`config.mk`:
```
export PLATFORM = sky130hd
export DESIGN_NAME = prime_count_in_range_top
export DESIGN_NICKNAME = d
export VERILOG_FILES = /design/src/rtl/pcr_pkg.sv /design/src/rtl/pcr_div.sv /design/src/rtl/prime_count_in_range_top.sv
export VERILOG_INCLUDE_DIRS = /design/src /design/src/rtl
export SDC_FILE = /design/constraint.sdc
export NUM_CORES = 1
export LEC_CHECK = 0
export BUFFER_PORTS_ARGS = -buffer_cell sky130_fd_sc_hd__clkbuf_2
export CAP_MARGIN = 0
export CORE_MARGIN = 10
export CORE_UTILIZATION = 50
export CTS_CLUSTER_SIZE = 30
export DETAILED_ROUTE_END_ITERATION = 6
export PLACE_DENSITY = 0.67
export SLEW_MARGIN = 20
export SYNTH_ARGS = -nofsm -noshare
export SYNTH_HDL_FRONTEND = slang
export SYNTH_SLANG_ARGS = --single-unit
```
`constraint.sdc`:
```
create_clock -name aclk -period 13.4 [get_ports aclk]
set_input_delay 2.01 -clock aclk [delete_from_list [all_inputs] [get_ports aclk]]
set_output_delay 2.01 -clock aclk [all_outputs]
set_load 0.05 [all_outputs]
```
`src/rtl/assert_macros.svh`:
```
// Concurrent assertion helpers clocked on aclk, off while aresetn is low.
`ifndef ASSERT_MACROS_SVH
`define ASSERT_MACROS_SVH

`define ASSERT_CLK(label, prop, msg) \
    label: assert property (@(posedge aclk) disable iff (!aresetn) (prop)) else $error(msg);

`define ASSERT_NEVER(label, expr, msg) \
    `ASSERT_CLK(label, !(expr), msg)

`endif

```
`src/rtl/pcr_pkg.sv`:
```
package pcr_pkg;

    localparam int VALUE_BITS_DEF = 32;
    localparam int FIELD_W        = 32;
    localparam int COUNT_W        = 31;
    localparam int TOTAL_W        = 32;
    localparam int IN_W           = 64;
    localparam int OUT_W          = 64;

    typedef enum logic [2:0] {
        S_IDLE,
        S_RANGE,
        S_SQ,
        S_DIV,
        S_REM,
        S_NEXT,
        S_EMIT
    } step_t;

    typedef enum logic [2:0] {
        C_IN_VALID,
        C_V_GT_HI,
        C_SQ_GT_V,
        C_DIV_DONE,
        C_REM_ZERO,
        C_V_EQ_HI,
        C_OUT_FREE
    } cond_t;

    typedef enum logic [2:0] {
        OP_NONE,
        OP_LOAD,
        OP_INIT_D,
        OP_COUNT,
        OP_DIV_START,
        OP_ADV_D,
        OP_ADV_V,
        OP_EMIT
    } op_t;

    typedef struct packed {
        cond_t cond;
        op_t   op_hit;
        step_t next_hit;
        op_t   op_miss;
        step_t next_miss;
    } ucode_t;

    typedef struct packed {
        logic busy;
        logic done;
    } div_stat_t;

    function automatic ucode_t ucode_rom(step_t pc);
        ucode_t w;
        case (pc)
            S_IDLE:  w = '{C_IN_VALID, OP_LOAD,  S_RANGE, OP_NONE,      S_IDLE};
            S_RANGE: w = '{C_V_GT_HI,  OP_NONE,  S_EMIT,  OP_INIT_D,    S_SQ};
            S_SQ:    w = '{C_SQ_GT_V,  OP_COUNT, S_NEXT,  OP_DIV_START, S_DIV};
            S_DIV:   w = '{C_DIV_DONE, OP_NONE,  S_REM,   OP_NONE,      S_DIV};
            S_REM:   w = '{C_REM_ZERO, OP_NONE,  S_NEXT,  OP_ADV_D,     S_SQ};
            S_NEXT:  w = '{C_V_EQ_HI,  OP_NONE,  S_EMIT,  OP_ADV_V,     S_RANGE};
            S_EMIT:  w = '{C_OUT_FREE, OP_EMIT,  S_IDLE,  OP_NONE,      S_EMIT};
            default: w = '{C_IN_VALID, OP_NONE,  S_IDLE,  OP_NONE,      S_IDLE};
        endcase
        return w;
    endfunction

endpackage

```
`src/rtl/pcr_div.sv`:
```
module pcr_div #(
    parameter int VALUE_BITS = pcr_pkg::VALUE_BITS_DEF,
    parameter int DIV_W      = VALUE_BITS / 2 + 1
) (
    input  logic                  aclk,
    input  logic                  aresetn,
    input  logic                  start,
    input  logic [VALUE_BITS-1:0] dividend,
    input  logic [DIV_W-1:0]      divisor,
    output logic [DIV_W-1:0]      rem,
    output pcr_pkg::div_stat_t    stat
);

    localparam int CW = $clog2(VALUE_BITS + 1);

    logic                  busy_reg;
    logic                  done_reg;
    logic [CW-1:0]         cnt_reg;
    logic [VALUE_BITS-1:0] quo_reg;
    logic [DIV_W-1:0]      rem_reg;
    logic [DIV_W-1:0]      dsr_reg;

    logic [DIV_W:0]   trial;
    logic [DIV_W:0]   diff;
    logic             fits;
    logic [DIV_W-1:0] rem_step;

    always_comb begin
        trial    = {rem_reg, quo_reg[VALUE_BITS-1]};
        diff     = trial - {1'b0, dsr_reg};
        fits     = trial >= {1'b0, dsr_reg};
        rem_step = fits ? diff[DIV_W-1:0] : trial[DIV_W-1:0];
    end

    always_ff @(posedge aclk) begin
        if (!aresetn) begin
            busy_reg <= 1'b0;
            done_reg <= 1'b0;
            cnt_reg  <= '0;
        end else begin
            done_reg <= 1'b0;
            if (busy_reg) begin
                rem_reg <= rem_step;
                quo_reg <= {quo_reg[VALUE_BITS-2:0], 1'b0};
                cnt_reg <= cnt_reg - CW'(1);
                if (cnt_reg == CW'(1)) begin
                    busy_reg <= 1'b0;
                    done_reg <= 1'b1;
                end
            end else if (start) begin
                busy_reg <= 1'b1;
                cnt_reg  <= CW'(VALUE_BITS);
                quo_reg  <= dividend;
                rem_reg  <= '0;
                dsr_reg  <= divisor;
            end
        end
    end

    assign rem  = rem_reg;
    assign stat = '{busy: busy_reg, done: done_reg};

endmodule

```
`src/rtl/prime_count_in_range_top.sv`:
```
// Per item: load the bounds; for each value, try trial divisors from 2 while divisor squared
// is not above the value, each on the bit-serial remainder unit; count a prime; then emit.
// Throughput: one item at a time; the bit-serial remainder unit sets the pace.
// The next item is taken while the previous result waits on the output register.
// Reset (aresetn low, synchronous): sequencer to idle, running total to zero,
// output valid cleared.
`include "assert_macros.svh"

module prime_count_in_range_top #(
    parameter int VALUE_BITS = pcr_pkg::VALUE_BITS_DEF
) (
    input  logic                       aclk,
    input  logic                       aresetn,
    input  logic                       s_tvalid,
    output logic                       s_tready,
    // low_bound [31:0], high_bound [63:32]
    input  logic [pcr_pkg::IN_W-1:0]   s_tdata,
    output logic                       m_tvalid,
    input  logic                       m_tready,
    // range_count [30:0], running_total [62:31], zero [63]
    output logic [pcr_pkg::OUT_W-1:0]  m_tdata
);

    localparam int DW  = VALUE_BITS / 2 + 1;
    localparam int SQW = VALUE_BITS + 1;
    localparam int CNW = pcr_pkg::COUNT_W;
    localparam int TTW = pcr_pkg::TOTAL_W;
    localparam int FW  = pcr_pkg::FIELD_W;

    pcr_pkg::step_t     pc_reg;
    pcr_pkg::step_t     pc_next;
    pcr_pkg::ucode_t    uw;
    pcr_pkg::op_t       op;
    logic               hit;

    logic [VALUE_BITS-1:0] v_reg;
    logic [VALUE_BITS-1:0] hi_reg;
    logic [DW-1:0]         d_reg;
    logic [SQW-1:0]        sq_reg;
    logic [CNW-1:0]        count_reg;
    logic [TTW-1:0]        total_reg;
    logic                  out_valid_reg;
    logic [CNW-1:0]        out_count_reg;
    logic [TTW-1:0]        out_total_reg;

    logic [VALUE_BITS-1:0] low_in;
    logic [VALUE_BITS-1:0] high_in;
    logic                  low_small;
    logic                  v_gt_hi;
    logic                  sq_gt_v;
    logic                  out_free;
    logic [TTW:0]          sum;
    logic [TTW-1:0]        total_sat;

    logic                  div_start;
    logic [DW-1:0]         div_rem;
    pcr_pkg::div_stat_t    div_stat;

    pcr_div #(
        .VALUE_BITS (VALUE_BITS),
        .DIV_W      (DW)
    ) u_div (
        .aclk     (aclk),
        .aresetn  (aresetn),
        .start    (div_start),
        .dividend (v_reg),
        .divisor  (d_reg),
        .rem      (div_rem),
        .stat     (div_stat)
    );

    always_comb begin
        low_in    = s_tdata[VALUE_BITS-1:0];
        high_in   = s_tdata[FW+VALUE_BITS-1:FW];
        low_small = low_in[VALUE_BITS-1] || (low_in[VALUE_BITS-2:1] == '0);
        v_gt_hi   = $signed({1'b0, v_reg}) > $signed({hi_reg[VALUE_BITS-1], hi_reg});
        sq_gt_v   = sq_reg > {1'b0, v_reg};
        out_free  = !out_valid_reg || m_tready;
        sum       = {1'b0, total_reg} + (TTW + 1)'(count_reg);
        total_sat = sum[TTW] ? '1 : sum[TTW-1:0];
    end

    always_comb begin
        uw = pcr_pkg::ucode_rom(pc_reg);
        case (uw.cond)
            pcr_pkg::C_IN_VALID: hit = s_tvalid;
            pcr_pkg::C_V_GT_HI:  hit = v_gt_hi;
            pcr_pkg::C_SQ_GT_V:  hit = sq_gt_v;
            pcr_pkg::C_DIV_DONE: hit = div_stat.done;
            pcr_pkg::C_REM_ZERO: hit = (div_rem == '0);
            pcr_pkg::C_V_EQ_HI:  hit = (v_reg == hi_reg);
            pcr_pkg::C_OUT_FREE: hit = out_free;
            default:             hit = 1'b0;
        endcase
        op      = hit ? uw.op_hit : uw.op_miss;
        pc_next = hit ? uw.next_hit : uw.next_miss;
    end

    assign div_start = (op == pcr_pkg::OP_DIV_START);
    assign s_tready  = (pc_reg == pcr_pkg::S_IDLE);

    always_ff @(posedge aclk) begin
        if (!aresetn) begin
            pc_reg        <= pcr_pkg::S_IDLE;
            total_reg     <= '0;
            out_valid_reg <= 1'b0;
        end else begin
            pc_reg <= pc_next;
            if (out_valid_reg && m_tready && op != pcr_pkg::OP_EMIT) begin
                out_valid_reg <= 1'b0;
            end
            unique case (op)
                pcr_pkg::OP_NONE: begin
                end
                pcr_pkg::OP_LOAD: begin
                    v_reg     <= low_small ? VALUE_BITS'(2) : low_in;
                    hi_reg    <= high_in;
                    count_reg <= '0;
                end
                pcr_pkg::OP_INIT_D: begin
                    d_reg  <= DW'(2);
                    sq_reg <= SQW'(4);
                end
                pcr_pkg::OP_COUNT: begin
                    count_reg <= count_reg + CNW'(1);
                end
                pcr_pkg::OP_DIV_START: begin
                end
                pcr_pkg::OP_ADV_D: begin
                    d_reg  <= d_reg + DW'(1);
                    sq_reg <= sq_reg + SQW'({d_reg, 1'b1});
                end
                pcr_pkg::OP_ADV_V: begin
                    v_reg <= v_reg + VALUE_BITS'(1);
                end
                pcr_pkg::OP_EMIT: begin
                    total_reg     <= total_sat;
                    out_total_reg <= total_sat;
                    out_count_reg <= count_reg;
                    out_valid_reg <= 1'b1;
                end
            endcase
        end
    end

    assign m_tvalid = out_valid_reg;
    assign m_tdata  = {1'b0, out_total_reg, out_count_reg};

    `ASSERT_NEVER(a_start_while_busy, div_start && div_stat.busy, "divider restarted while busy")
    `ASSERT_CLK(a_done_after_busy, div_stat.done |-> $past(div_stat.busy), "done without busy")
    `ASSERT_CLK(a_total_covers_count, m_tvalid |-> (out_total_reg >= TTW'(out_count_reg)), "total below count")

endmodule

```
Yosys cells after proc, flatten, opt, wreduce, memory -nomap -nowiden

Index checks and enable logic that the tools add are counted.

Input port bits: 68
Register bits after elaboration: 318
Word-level logic and storage cells: 95
Output and inout port bits: 66

Multiplexer cells: 23
Reductions and logical operators: 22
Add/subtract/negate cells: 7
Bitwise logic cells: 1
$lt $le $gt $ge: 3
Equality and inequality tests: 22

Operators with widths:

| operator                                             | number |
|---|---|
| two-way mux 32 bit                                   | 4 |
| one-hot mux 15 bit (7 select lines)                  | 1 |
| > comparator 33 x 32 -> 1 bit                        | 2 |
| one-hot mux 33 bit (2 select lines)                  | 1 |
| one-hot mux 32 bit (2 select lines)                  | 1 |
| one-hot mux 31 bit (2 select lines)                  | 1 |
| two-way mux 17 bit                                   | 3 |
| one-hot mux 17 bit (2 select lines)                  | 1 |
| adder 32 x 31 -> 33 bit                              | 1 |
| adder 33 x 18 -> 33 bit                              | 1 |
| adder 32 x 1 -> 32 bit (second input constant)       | 1 |
| equality test 32 bit                                 | 1 |
| adder 31 x 1 -> 31 bit (second input constant)       | 1 |
| equality test 3 bit (second input constant)          | 10 |
| zero test 30 bit                                     | 1 |
| equality test 3 x 2 -> 1 bit (second input constant) | 6 |
| greater-or-equal comparator 18 x 17 -> 1 bit         | 1 |
| adder 17 x 1 -> 17 bit (second input constant)       | 1 |
| zero test 17 bit                                     | 1 |
| subtractor 17 bit                                    | 1 |
| AND reduction 2 bit                                  | 7 |
| two-way mux 6 bit                                    | 2 |
| nonzero test 2 bit                                   | 5 |
| equality test 3 x 1 -> 1 bit (second input constant) | 3 |
| 12 further kinds                                     | 21 |

Depth between registers and ports, before layout

Gate-level depths: netlist (run 1).

Depth in word-level cells: 9
Gate-level depth with buffers: 12
Gate-level depth less buffers: 11

Cells and area by module

From an unflattened synthesis (run 1), not the netlist that was laid out.

Cell total of the unflattened synthesis: 1,789
Area, all modules: 18,627.9 µm²

Modules (own cells, without submodules):

| module                   | area each (µm²) | cells an instance | times used |
|---|---|---|---|
| prime_count_in_range_top | 14,614.0        | 1,450             | 1 |
| pcr_div                  | 4,013.8         | 339               | 1 |

Least setup slack after synthesis (run 1)

OpenSTA, ideal clock, no wires.

Path type: input to register
Start point: in m_tready
End point: reg d_reg[0] (enable)
Required time: 12.674 ns
Path slack: 2.015 ns
Cell stages on the path: 7
Arrival: 10.659 ns
Setup time: 0.726 ns
Cell sequence: nand2b_1 o211ai_1 o21ai_1 nand2_1 o311a_1 nand2_1 a2111oi_0

Word-level cells in the longest chain between the ends: 6
Elaborated cells on any way between the ends: 7

Ends and longest elaborated chain:

| what                                                                       | RTL line                        | RTL |
|---|---|---|
| from (decl)                                                                | prime_count_in_range_top.sv:19  | `input logic m_tready,` |
| logical OR 1 bit *                                                         | prime_count_in_range_top.sv:78  | `out_free = !out_valid_reg \|\| m_tready;` |
| one-hot mux 1 bit (7 select lines) *                                       | prime_count_in_range_top.sv:85  | `case (uw.cond)` |
| two-way mux 3 bit *                                                        | prime_count_in_range_top.sv:95  | `op = hit ? uw.op_hit : uw.op_miss;` |
| equality test 3 bit / equality test 3 x 2 -> 1 bit (equally long branches) | prime_count_in_range_top.sv:112 | `unique case (op)` |
| nonzero test 2 bit (no line) *                                             | n/a                             |  |
| AND reduction 2 bit (no line) *                                            | n/a                             |  |
| to (signal assigned)                                                       | prime_count_in_range_top.sv:130 | `d_reg <= d_reg + DW'(1);` |
| to (decl)                                                                  | prime_count_in_range_top.sv:38  | `logic [DW-1:0] d_reg;` |

Mark *: on every way between the ends. The rest lies on a longest branch, timed or not.
A chain may end at the register's enable or synchronous reset.

Final worst setup path (run 1)

Start point: reg v_reg[29]
End point: reg u_div.quo_reg[22] (enable)

Word-level cells in the longest chain between the ends: 6
Elaborated cells on any way between the ends: 8

Ends and longest elaborated chain:

| what                                                  | RTL line                        | RTL |
|---|---|---|
| from (decl)                                           | prime_count_in_range_top.sv:36  | `logic [VALUE_BITS-1:0] v_reg;` |
| from (signal assigned)                                | prime_count_in_range_top.sv:116 | `v_reg <= low_small ? VALUE_BITS'(2) : low_in;` |
| from (signal assigned)                                | prime_count_in_range_top.sv:134 | `v_reg <= v_reg + VALUE_BITS'(1);` |
| > comparator 33 x 32 -> 1 bit (tied with other cells) | prime_count_in_range_top.sv:77  | `sq_gt_v = sq_reg > {1'b0, v_reg};` |
| one-hot mux 1 bit (7 select lines) *                  | prime_count_in_range_top.sv:85  |  |
| two-way mux 3 bit *                                   | prime_count_in_range_top.sv:95  |  |
| equality test 3 bit *                                 | prime_count_in_range_top.sv:99  | `assign div_start = (op == pcr_pkg::OP_DIV_START);` |
| nonzero test 2 bit (no line) *                        | n/a                             |  |
| AND reduction 2 bit (no line) *                       | n/a                             |  |
| to (signal assigned)                                  | pcr_div.sv:44                   | `quo_reg <= {quo_reg[VALUE_BITS-2:0], 1'b0};` |
| to (signal assigned)                                  | pcr_div.sv:53                   | `quo_reg <= dividend;` |
| to (decl)                                             | pcr_div.sv:19                   | `logic [VALUE_BITS-1:0] quo_reg;` |

Marks and branches as above.

==> metrics.txt, run 1 <==
# TYPE chip_impl_metric gauge
chip_impl_metric{name="crit_path_max_incr_delay",unit="ps"} 680
chip_impl_metric{name="whs_path_depth",unit=""} 2
chip_impl_metric{name="netlist.area_leader.share",unit="%"} 45.20
chip_impl_metric{name="clk_transition_reported_paths",unit="ps"} 60
chip_impl_metric{name="p_total",unit="W"} 0.003458
chip_impl_metric{name="cp_max_fo",unit=""} 34
chip_impl_metric{name="crit_buf_inv",unit=""} 2
chip_impl_metric{name="clkSinkCount",unit=""} 318
chip_impl_metric{name="crit_required",unit="ps"} 13580
chip_impl_metric{name="reg2reg_setup_slack",unit="ps"} 9040
chip_impl_metric{name="synth.distinct_cells",unit=""} 75
chip_impl_info{name="timing.hold.worst.class",value="flop to flop"} 1
chip_impl_info{name="worst_setup_path_endpoint",value="u_div.quo_reg[22]"} 1
chip_impl_metric{name="floorplan.initialDensity",unit="%"} 50.93
chip_impl_metric{name="fmaxAchievable",unit="MHz"} 229.3
chip_impl_metric{name="timing.reg2reg.worst_path_depth",unit=""} 10
chip_impl_metric{name="area_growth",unit="%"} 12.50
chip_impl_metric{name="setup_viol",unit=""} 0
chip_impl_metric{name="number_of_global_route_vias_before_repair",unit=""} 13440
chip_impl_metric{name="seq_area_frac_synth",unit="%"} 50.04
chip_impl_metric{name="cts_max_level",unit=""} 2
chip_impl_metric{name="core_area",unit="um^2"} 35740
chip_impl_metric{name="maxCapViolCount",unit=""} 0
chip_impl_metric{name="grt_pass1_wl",unit="mm"} 71.99
chip_impl_metric{name="final_nets",unit=""} 2110
chip_impl_metric{name="boundaryPins",unit=""} 134
chip_impl_metric{name="grt_start_max_net_pins",unit=""} 74
chip_impl_metric{name="crit_path_depth",unit=""} 10
chip_impl_metric{name="post_cts_buffers",unit=""} 0
chip_impl_metric{name="detail_route.drc_violations",unit=""} 0
chip_impl_info{name="grt_setup_unrepaired",value="false"} 1
chip_impl_metric{name="relSlewSlack",unit="%"} 40.93
chip_impl_info{name="synth_common_cells",value="sky130_fd_sc_hd__edfxtp_1, sky130_fd_sc_hd__nor2_1, sky130_fd_sc_hd__nand2_1, sky130_fd_sc_hd__o21ai_0, sky130_fd_sc_hd__ha_1"} 1
chip_impl_metric{name="ctsLongestPathBuffers",unit=""} 3
chip_impl_metric{name="antenna_found_initial",unit=""} 0
chip_impl_metric{name="synth.ff_latch_count",unit=""} 318
chip_impl_info{name="synth_ff_type",value="sky130_fd_sc_hd__edfxtp_1"} 1
chip_impl_metric{name="std_cell_rows",unit=""} 69
chip_impl_metric{name="worst_ir_drop_vdd",unit="mV"} 0.1071
chip_impl_info{name="synthDominantAreaCellType",value="sky130_fd_sc_hd__edfxtp_1"} 1
chip_impl_metric{name="synth-async-reset-ratio",unit="%"} 0
chip_impl_metric{name="layout-drive-gt1-share",unit="%"} 11.79
chip_impl_metric{name="critical_path_arrival",unit="ps"} 4540
chip_impl_metric{name="final.setup_skew",unit="ps"} 12.16
chip_impl_metric{name="number_of_antenna_cells_inserted",unit=""} 0
chip_impl_info{name="crit_path_start_kind",value="flop"} 1
chip_impl_metric{name="final_clock_period_utilization_by_the_worst_path",unit="%"} 32.54
chip_impl_info{name="cp-startpoint",value="v_reg[29]"} 1
chip_impl_metric{name="worst_skew_pair.late_latency",unit="ps"} 520
chip_impl_metric{name="syn-instance-count",unit=""} 1781
chip_impl_info{name="regToRegEndpoint",value="u_div.quo_reg[22]"} 1
chip_impl_info{name="synthTopCellsByArea",value="sky130_fd_sc_hd__edfxtp_1, sky130_fd_sc_hd__ha_1, sky130_fd_sc_hd__dfxtp_1"} 1
chip_impl_metric{name="routed-via-count",unit=""} 13930
chip_impl_metric{name="maxSlewViolCount",unit=""} 0
chip_impl_metric{name="largest_register_ff_count",unit=""} 33
chip_impl_metric{name="synth_enable_flop_cells",unit=""} 274
chip_impl_metric{name="final-hold-violation-count",unit=""} 0
chip_impl_info{name="slowest_stage",value="sky130_fd_sc_hd__a21oi_4"} 1
chip_impl_info{name="crit_chain",value="inv_1 -> ha_1 -> and3_1 -> a221oi_1 -> o21ai_0 -> a21oi_1 -> a21bo_2 -> nand4_1 -> a21oi_4 -> buf_4"} 1
chip_impl_metric{name="static-leakage-power",unit="nW"} 8.011
chip_impl_metric{name="routedWlPerCell",unit="um"} 18.71
chip_impl_info{name="clk_root_buffer_cell",value="sky130_fd_sc_hd__clkbuf_16"} 1
chip_impl_metric{name="cts-hold-fix-buffers",unit=""} 0
chip_impl_metric{name="post_synth.cell_area_avg",unit="um^2"} 10.22
chip_impl_metric{name="ys_warn_count",unit=""} 0
chip_impl_info{name="nature_of_the_critical_path_endpoint",value="flop"} 1
chip_impl_metric{name="grt-ovfl-total",unit=""} 0
chip_impl_metric{name="synthesized_area",unit="um^2"} 18200
chip_impl_metric{name="detailedRoute.firstPassIterationCount",unit=""} 5
chip_impl_metric{name="ant_nets",unit=""} 0
chip_impl_metric{name="finalWirelength",unit="mm"} 44.66
chip_impl_metric{name="post-route-min-period",unit="ps"} 4361
chip_impl_metric{name="number_of_drc_violations_after_detailed_routing_iteration_0",unit=""} 1182
chip_impl_metric{name="routabilityCongestion",unit=""} 0.8984
chip_impl_metric{name="slew_of_the_pin_with_the_lowest_slew_margin",unit="ps"} 885.9
chip_impl_metric{name="power.density_cell_area",unit="nW/um^2"} 168.9
chip_impl_metric{name="setup_total_negative_slack",unit="ps"} 0
chip_impl_info{name="tritoncts_clock_tree",value="built"} 1
chip_impl_info{name="timing_worst_setup_path_type",value="flop to flop"} 1
chip_impl_info{name="status",value="complete, no violations"} 1
chip_impl_metric{name="io_buffers",unit=""} 132
chip_impl_metric{name="vias_per_cell",unit=""} 5.835
chip_impl_metric{name="dp_hpwl",unit="mm"} 32.46
chip_impl_info{name="critical_path.top_delay_family",value="compound AO/OA/AOI/OAI gates"} 1
chip_impl_metric{name="die_h",unit="um"} 210.8
chip_impl_metric{name="num_cts_buffers",unit=""} 36
chip_impl_info{name="critical_path.reg2reg.startpoint",value="v_reg[29]"} 1
chip_impl_info{name="cell_with_the_most_instances_after_synthesis",value="sky130_fd_sc_hd__edfxtp_1"} 1
chip_impl_metric{name="grtUsageTotal",unit="%"} 19.92
chip_impl_metric{name="post_cts_resize_count",unit=""} 0
chip_impl_metric{name="die_x",unit="um"} 210.8
chip_impl_metric{name="design.die.area",unit="um^2"} 44440
chip_impl_metric{name="syn-num-nets",unit=""} 1987
==> worst min path at each step <==
stage                                start  slack [ps]               end
after global routing      u_div.cnt_reg[4]         510  u_div.cnt_reg[4]
final                     u_div.cnt_reg[4]         470  u_div.cnt_reg[4]
after detailed placement  u_div.cnt_reg[4]         450  u_div.cnt_reg[4]
after CTS                 u_div.cnt_reg[4]         480  u_div.cnt_reg[4]
after global placement    u_div.cnt_reg[4]         440  u_div.cnt_reg[4]
after floorplan           u_div.cnt_reg[4]         430  u_div.cnt_reg[4]
==> through the flow <==
step	setup slack (ps)	hold slack [ps]	utilization [%]	instance area, um^2	std cells
after detailed placement	8570	448.8	54.12	19340	2325
final	9039	474.4	57.30	20480	2387
after global placement	8660	440.6	54.12	19340	2325
after floorplan	2015	431.4	-	18200	1781
after global routing	8713	512.2	57.30	20480	2387
after CTS	8993	477.6	57.16	20430	2385
==> layout make-up <==
class | count | area [um^2]
inverters | 116 | 435.4
clock buffers | 48 | 1007
multi-input cells | 1287 | 8477
well taps | 461 | 576.8
repair buffers | 145 | 790.8
flip-flops and latches | 318 | 9110
fillers | 3144 | 15260
clock inverters | 12 | 81.33
==> cell families (layout without fill, tap and decap cells) <==
| logic type | count (synthesis) | in the layout | synth area share, % |
|---|---|---|---|
| flip-flops | 318 | 318 | 50.04 |
| adder cells (fa/ha/maj) | 138 | 138 | 9.610 |
| AO/OA/AOI/OAI | 413 | 413 | 14.16 |
| buffers and inverters | 176 | 321 | 3.671 |
| multiplexers | 8 | 8 | 0.4399 |
| XOR/XNOR | 125 | 125 | 6.015 |
| AND/OR/NAND/NOR | 602 | 602 | 16.04 |
| other | 1 | 1 | 0.02060 |
==> layout by cell type, fill, tap and decap left out, types with 11 or more instances in the layout <==
cell type / n
sky130_fd_sc_hd__a21oi_1: 104
sky130_fd_sc_hd__nand2b_1: 13
sky130_fd_sc_hd__ha_1: 135
sky130_fd_sc_hd__o211ai_1: 17
sky130_fd_sc_hd__nor2b_1: 17
sky130_fd_sc_hd__xnor2_1: 74
sky130_fd_sc_hd__clkbuf_2: 132
sky130_fd_sc_hd__nand2_1: 149
sky130_fd_sc_hd__and3_1: 19
sky130_fd_sc_hd__a211oi_1: 13
sky130_fd_sc_hd__buf_4: 11
sky130_fd_sc_hd__o21a_1: 13
sky130_fd_sc_hd__inv_1: 115
sky130_fd_sc_hd__a21o_1: 23
sky130_fd_sc_hd__dfxtp_1: 43
sky130_fd_sc_hd__clkbuf_16: 37
sky130_fd_sc_hd__nor2_1: 165
sky130_fd_sc_hd__nand3_1: 77
sky130_fd_sc_hd__a31oi_1: 28
sky130_fd_sc_hd__nor4_1: 23
sky130_fd_sc_hd__edfxtp_1: 274
sky130_fd_sc_hd__nor3_1: 33
sky130_fd_sc_hd__and2_1: 13
sky130_fd_sc_hd__nand4_1: 31
sky130_fd_sc_hd__xor2_1: 51
sky130_fd_sc_hd__o21ai_0: 143
sky130_fd_sc_hd__or3_1: 20
==> report_power, final <==
group          switching, W  internal [W]
sequential         0.000149       0.00131
clock              0.000392      0.000544
combinational      0.000666      0.000393
==> per-layer routing <==
metal	track usage (%)	part of all wire, %
met1	27.94	46
met3	2.938	5.4
met5	0	0
met4	5.819	2.7
met2	31.39	46
==> worst register-to-register path: stages, from the launching register on <==
cell and delay (ps):
sky130_fd_sc_hd__edfxtp_1 440, sky130_fd_sc_hd__inv_1 190, sky130_fd_sc_hd__ha_1 270, sky130_fd_sc_hd__and3_1 220, sky130_fd_sc_hd__a221oi_1 290, sky130_fd_sc_hd__o21ai_0 160, sky130_fd_sc_hd__a21oi_1 190, sky130_fd_sc_hd__a21bo_2 670
sky130_fd_sc_hd__nand4_1 400, sky130_fd_sc_hd__a21oi_4 680, sky130_fd_sc_hd__buf_4 480
No activity file was read; power rests on OpenSTA's default activity.
==> run 2, diff against run 1 <==
Clock period 13.4 ns to 4.1 ns, I/O delays scaled along.
==> run 2 against run 1 <==
Fmax grew 19%. Wire length is 3.5% higher. Global-route usage rose by 0.52 points. Register-to-register slack got worse by 8600 ps. Cell count increased by 0.67%. Design area increased by 1.3%. Count of clock-buffer cells in the layout grew 2. Clock skew is 16 ps higher. Critical endpoint is now v_reg[20]. Highest routed layer unchanged.
==> metrics.txt, run 2 (synthesis results as in run 1) <==
# TYPE chip_impl_metric gauge
chip_impl_metric{name="core_area",unit="um^2"} 35740
chip_impl_info{name="critical_path.reg2reg.startpoint",value="v_reg[22]"} 1
chip_impl_info{name="status",value="complete, no violations"} 1
chip_impl_metric{name="area_growth",unit="%"} 13.95
chip_impl_metric{name="slew_of_the_pin_with_the_lowest_slew_margin",unit="ps"} 758.3
chip_impl_metric{name="number_of_global_route_vias_before_repair",unit=""} 13350
chip_impl_metric{name="critical_path_arrival",unit="ps"} 3930
chip_impl_metric{name="vias_per_cell",unit=""} 5.892
chip_impl_metric{name="setup_viol",unit=""} 0
chip_impl_metric{name="grtUsageTotal",unit="%"} 20.43
chip_impl_metric{name="antenna_found_initial",unit=""} 1
chip_impl_metric{name="ctsLongestPathBuffers",unit=""} 3
chip_impl_metric{name="floorplan.initialDensity",unit="%"} 50.93
chip_impl_info{name="regToRegEndpoint",value="v_reg[20]"} 1
chip_impl_info{name="clk_root_buffer_cell",value="sky130_fd_sc_hd__clkbuf_16"} 1
chip_impl_info{name="crit_path_start_kind",value="flop"} 1
chip_impl_metric{name="boundaryPins",unit=""} 134
chip_impl_metric{name="cts-hold-fix-buffers",unit=""} 0
chip_impl_metric{name="routed-via-count",unit=""} 14160
chip_impl_info{name="hp-start",value="s_tdata[35]"} 1
chip_impl_metric{name="post_cts_resize_count",unit=""} 0
chip_impl_metric{name="post-route-min-period",unit="ps"} 3664
chip_impl_metric{name="detailedRoute.firstPassIterationCount",unit=""} 5
chip_impl_info{name="grt_setup_unrepaired",value="false"} 1
chip_impl_metric{name="detail_route.drc_violations",unit=""} 0
chip_impl_metric{name="clk_transition_reported_paths",unit="ps"} 60
chip_impl_metric{name="grt_pass1_wl",unit="mm"} 73.11
chip_impl_info{name="timing_worst_setup_path_type",value="flop to flop"} 1
chip_impl_metric{name="grt_start_max_net_pins",unit=""} 74
chip_impl_info{name="nature_of_the_critical_path_endpoint",value="flop"} 1
chip_impl_info{name="tritoncts_clock_tree",value="built"} 1
chip_impl_info{name="final_common_cell",value="sky130_fd_sc_hd__edfxtp_1"} 1
chip_impl_metric{name="io_buffers",unit=""} 132
chip_impl_metric{name="final-hold-violation-count",unit=""} 0
chip_impl_metric{name="number_of_drc_violations_after_detailed_routing_iteration_0",unit=""} 1242
chip_impl_metric{name="placed_standard_cell_area",unit="um^2"} 19470
chip_impl_info{name="final_cell_mix",value="sky130_fd_sc_hd__edfxtp_1, sky130_fd_sc_hd__nor2_1, sky130_fd_sc_hd__nand2_1, sky130_fd_sc_hd__o21ai_0, sky130_fd_sc_hd__ha_1"} 1
chip_impl_metric{name="final_nets",unit=""} 2119
chip_impl_metric{name="worst_skew_pair.late_latency",unit="ps"} 560
chip_impl_metric{name="die_h",unit="um"} 210.8
chip_impl_metric{name="std_cell_rows",unit=""} 69
chip_impl_metric{name="timing.reg2reg.worst_path_depth",unit=""} 8
chip_impl_metric{name="final_area",unit="um^2"} 20740
chip_impl_metric{name="layout-drive-gt1-share",unit="%"} 12.62
chip_impl_metric{name="maxCapViolCount",unit=""} 0
chip_impl_metric{name="fmaxAchievable",unit="MHz"} 273.0
chip_impl_metric{name="maxSlewViolCount",unit=""} 0
chip_impl_metric{name="power.density_cell_area",unit="nW/um^2"} 565.6
chip_impl_metric{name="worst_ir_drop_vdd",unit="mV"} 0.4344
chip_impl_metric{name="final_clock_period_utilization_by_the_worst_path",unit="%"} 89.36
chip_impl_metric{name="num_cts_buffers",unit=""} 37
chip_impl_metric{name="static-leakage-power",unit="nW"} 8.129
chip_impl_metric{name="post_cts_buffers",unit=""} 0
chip_impl_metric{name="relSlewSlack",unit="%"} 49.22
chip_impl_metric{name="finalWirelength",unit="mm"} 46.23
chip_impl_metric{name="dp_hpwl",unit="mm"} 33.63
chip_impl_metric{name="grt-ovfl-total",unit=""} 0
chip_impl_metric{name="p_total",unit="W"} 0.01173
chip_impl_metric{name="design.die.area",unit="um^2"} 44440
chip_impl_metric{name="largest_register_ff_count",unit=""} 33
chip_impl_metric{name="crit_required",unit="ps"} 4370
chip_impl_metric{name="routedWlPerCell",unit="um"} 19.24
chip_impl_metric{name="cp_max_fo",unit=""} 63
chip_impl_metric{name="cts_max_level",unit=""} 2
chip_impl_metric{name="ant_nets",unit=""} 0
chip_impl_metric{name="final.setup_skew",unit="ps"} 28.65
chip_impl_metric{name="hold-worst-slack",unit="ps"} 234.5
chip_impl_metric{name="whs_path_depth",unit=""} 1
chip_impl_metric{name="clkSinkCount",unit=""} 318
chip_impl_metric{name="die_x",unit="um"} 210.8
chip_impl_metric{name="routabilityCongestion",unit=""} 0.9070
chip_impl_info{name="timing.hold.worst.class",value="primary input to flop"} 1
chip_impl_info{name="hold-path-endpoint",value="hi_reg[3]"} 1
chip_impl_metric{name="reg2reg_setup_slack",unit="ps"} 440
run 2: stage by stage:
step / util [%] / worst slack, ps / setup TNS [ps] / std cells
after detailed placement: 54.47 / 512.4 / 0 / 2334
after global placement: 54.47 / 590.5 / 0 / 2334
final: 58.03 / 436.4 / 0 / 2403
after global routing: 58.03 / 277.3 / 0 / 2403
after floorplan: - / -458.1 / -16300 / 1781
after CTS: 57.95 / 487.7 / 0 / 2401
run 2: worst max path at each step:
stage	slack, ps	to	cells after the start	startpoint
CTS	490	v_reg[20]	8	v_reg[22]
global placement	590	v_reg[10]	8	v_reg[24]
global route	280	v_reg[16]	8	v_reg[24]
floorplan	-460	u_div.dsr_reg[0]	9	v_reg[6]
finish	440	v_reg[20]	8	v_reg[22]
detailed placement	510	v_reg[16]	8	v_reg[24]
run 2: layout make-up:
class / count / area [um^2]
Tap cell: 461 / 576.8
Inverter: 116 / 435.4
Clock buffer: 50 / 1059
Timing Repair Buffer: 153 / 863.3
Fill cell: 3081 / 15000
Sequential cell: 318 / 9110
Clock inverter: 17 / 185.2
Antenna cell: 1 / 2.502
Multi-Input combinational cell: 1287 / 8509
run 2: metal layers:
layer,wire length (um),vias to the layer above,global-route usage (%)
met4,1059,0,6.718
met2,20600,460,30.70
li1,-,6798,-
met3,3189,67,3.947
met1,21380,6833,29.04
met5,0,-,0
run 2: power by group:
| group | internal, W | switching (W) | total (W) |
|---|---|---|---|
| clock | 0.00206 | 0.00133 | 0.00339 |
| combinational | 0.00132 | 0.00221 | 0.00353 |
| sequential | 0.00429 | 0.000512 | 0.00480 |
| total | 0.00768 | 0.00405 | 0.0117 |
run 2: worst max-delay path, cell delays in order, from the launching register on:
cell                       delay (ps)
sky130_fd_sc_hd__edfxtp_1         480
sky130_fd_sc_hd__ha_1             350
sky130_fd_sc_hd__nand4_1          160
sky130_fd_sc_hd__nor4_1           630
sky130_fd_sc_hd__nand3_1          330
sky130_fd_sc_hd__o311a_1          450
sky130_fd_sc_hd__nand4_1          200
sky130_fd_sc_hd__buf_4            520
sky130_fd_sc_hd__o21ai_0          220
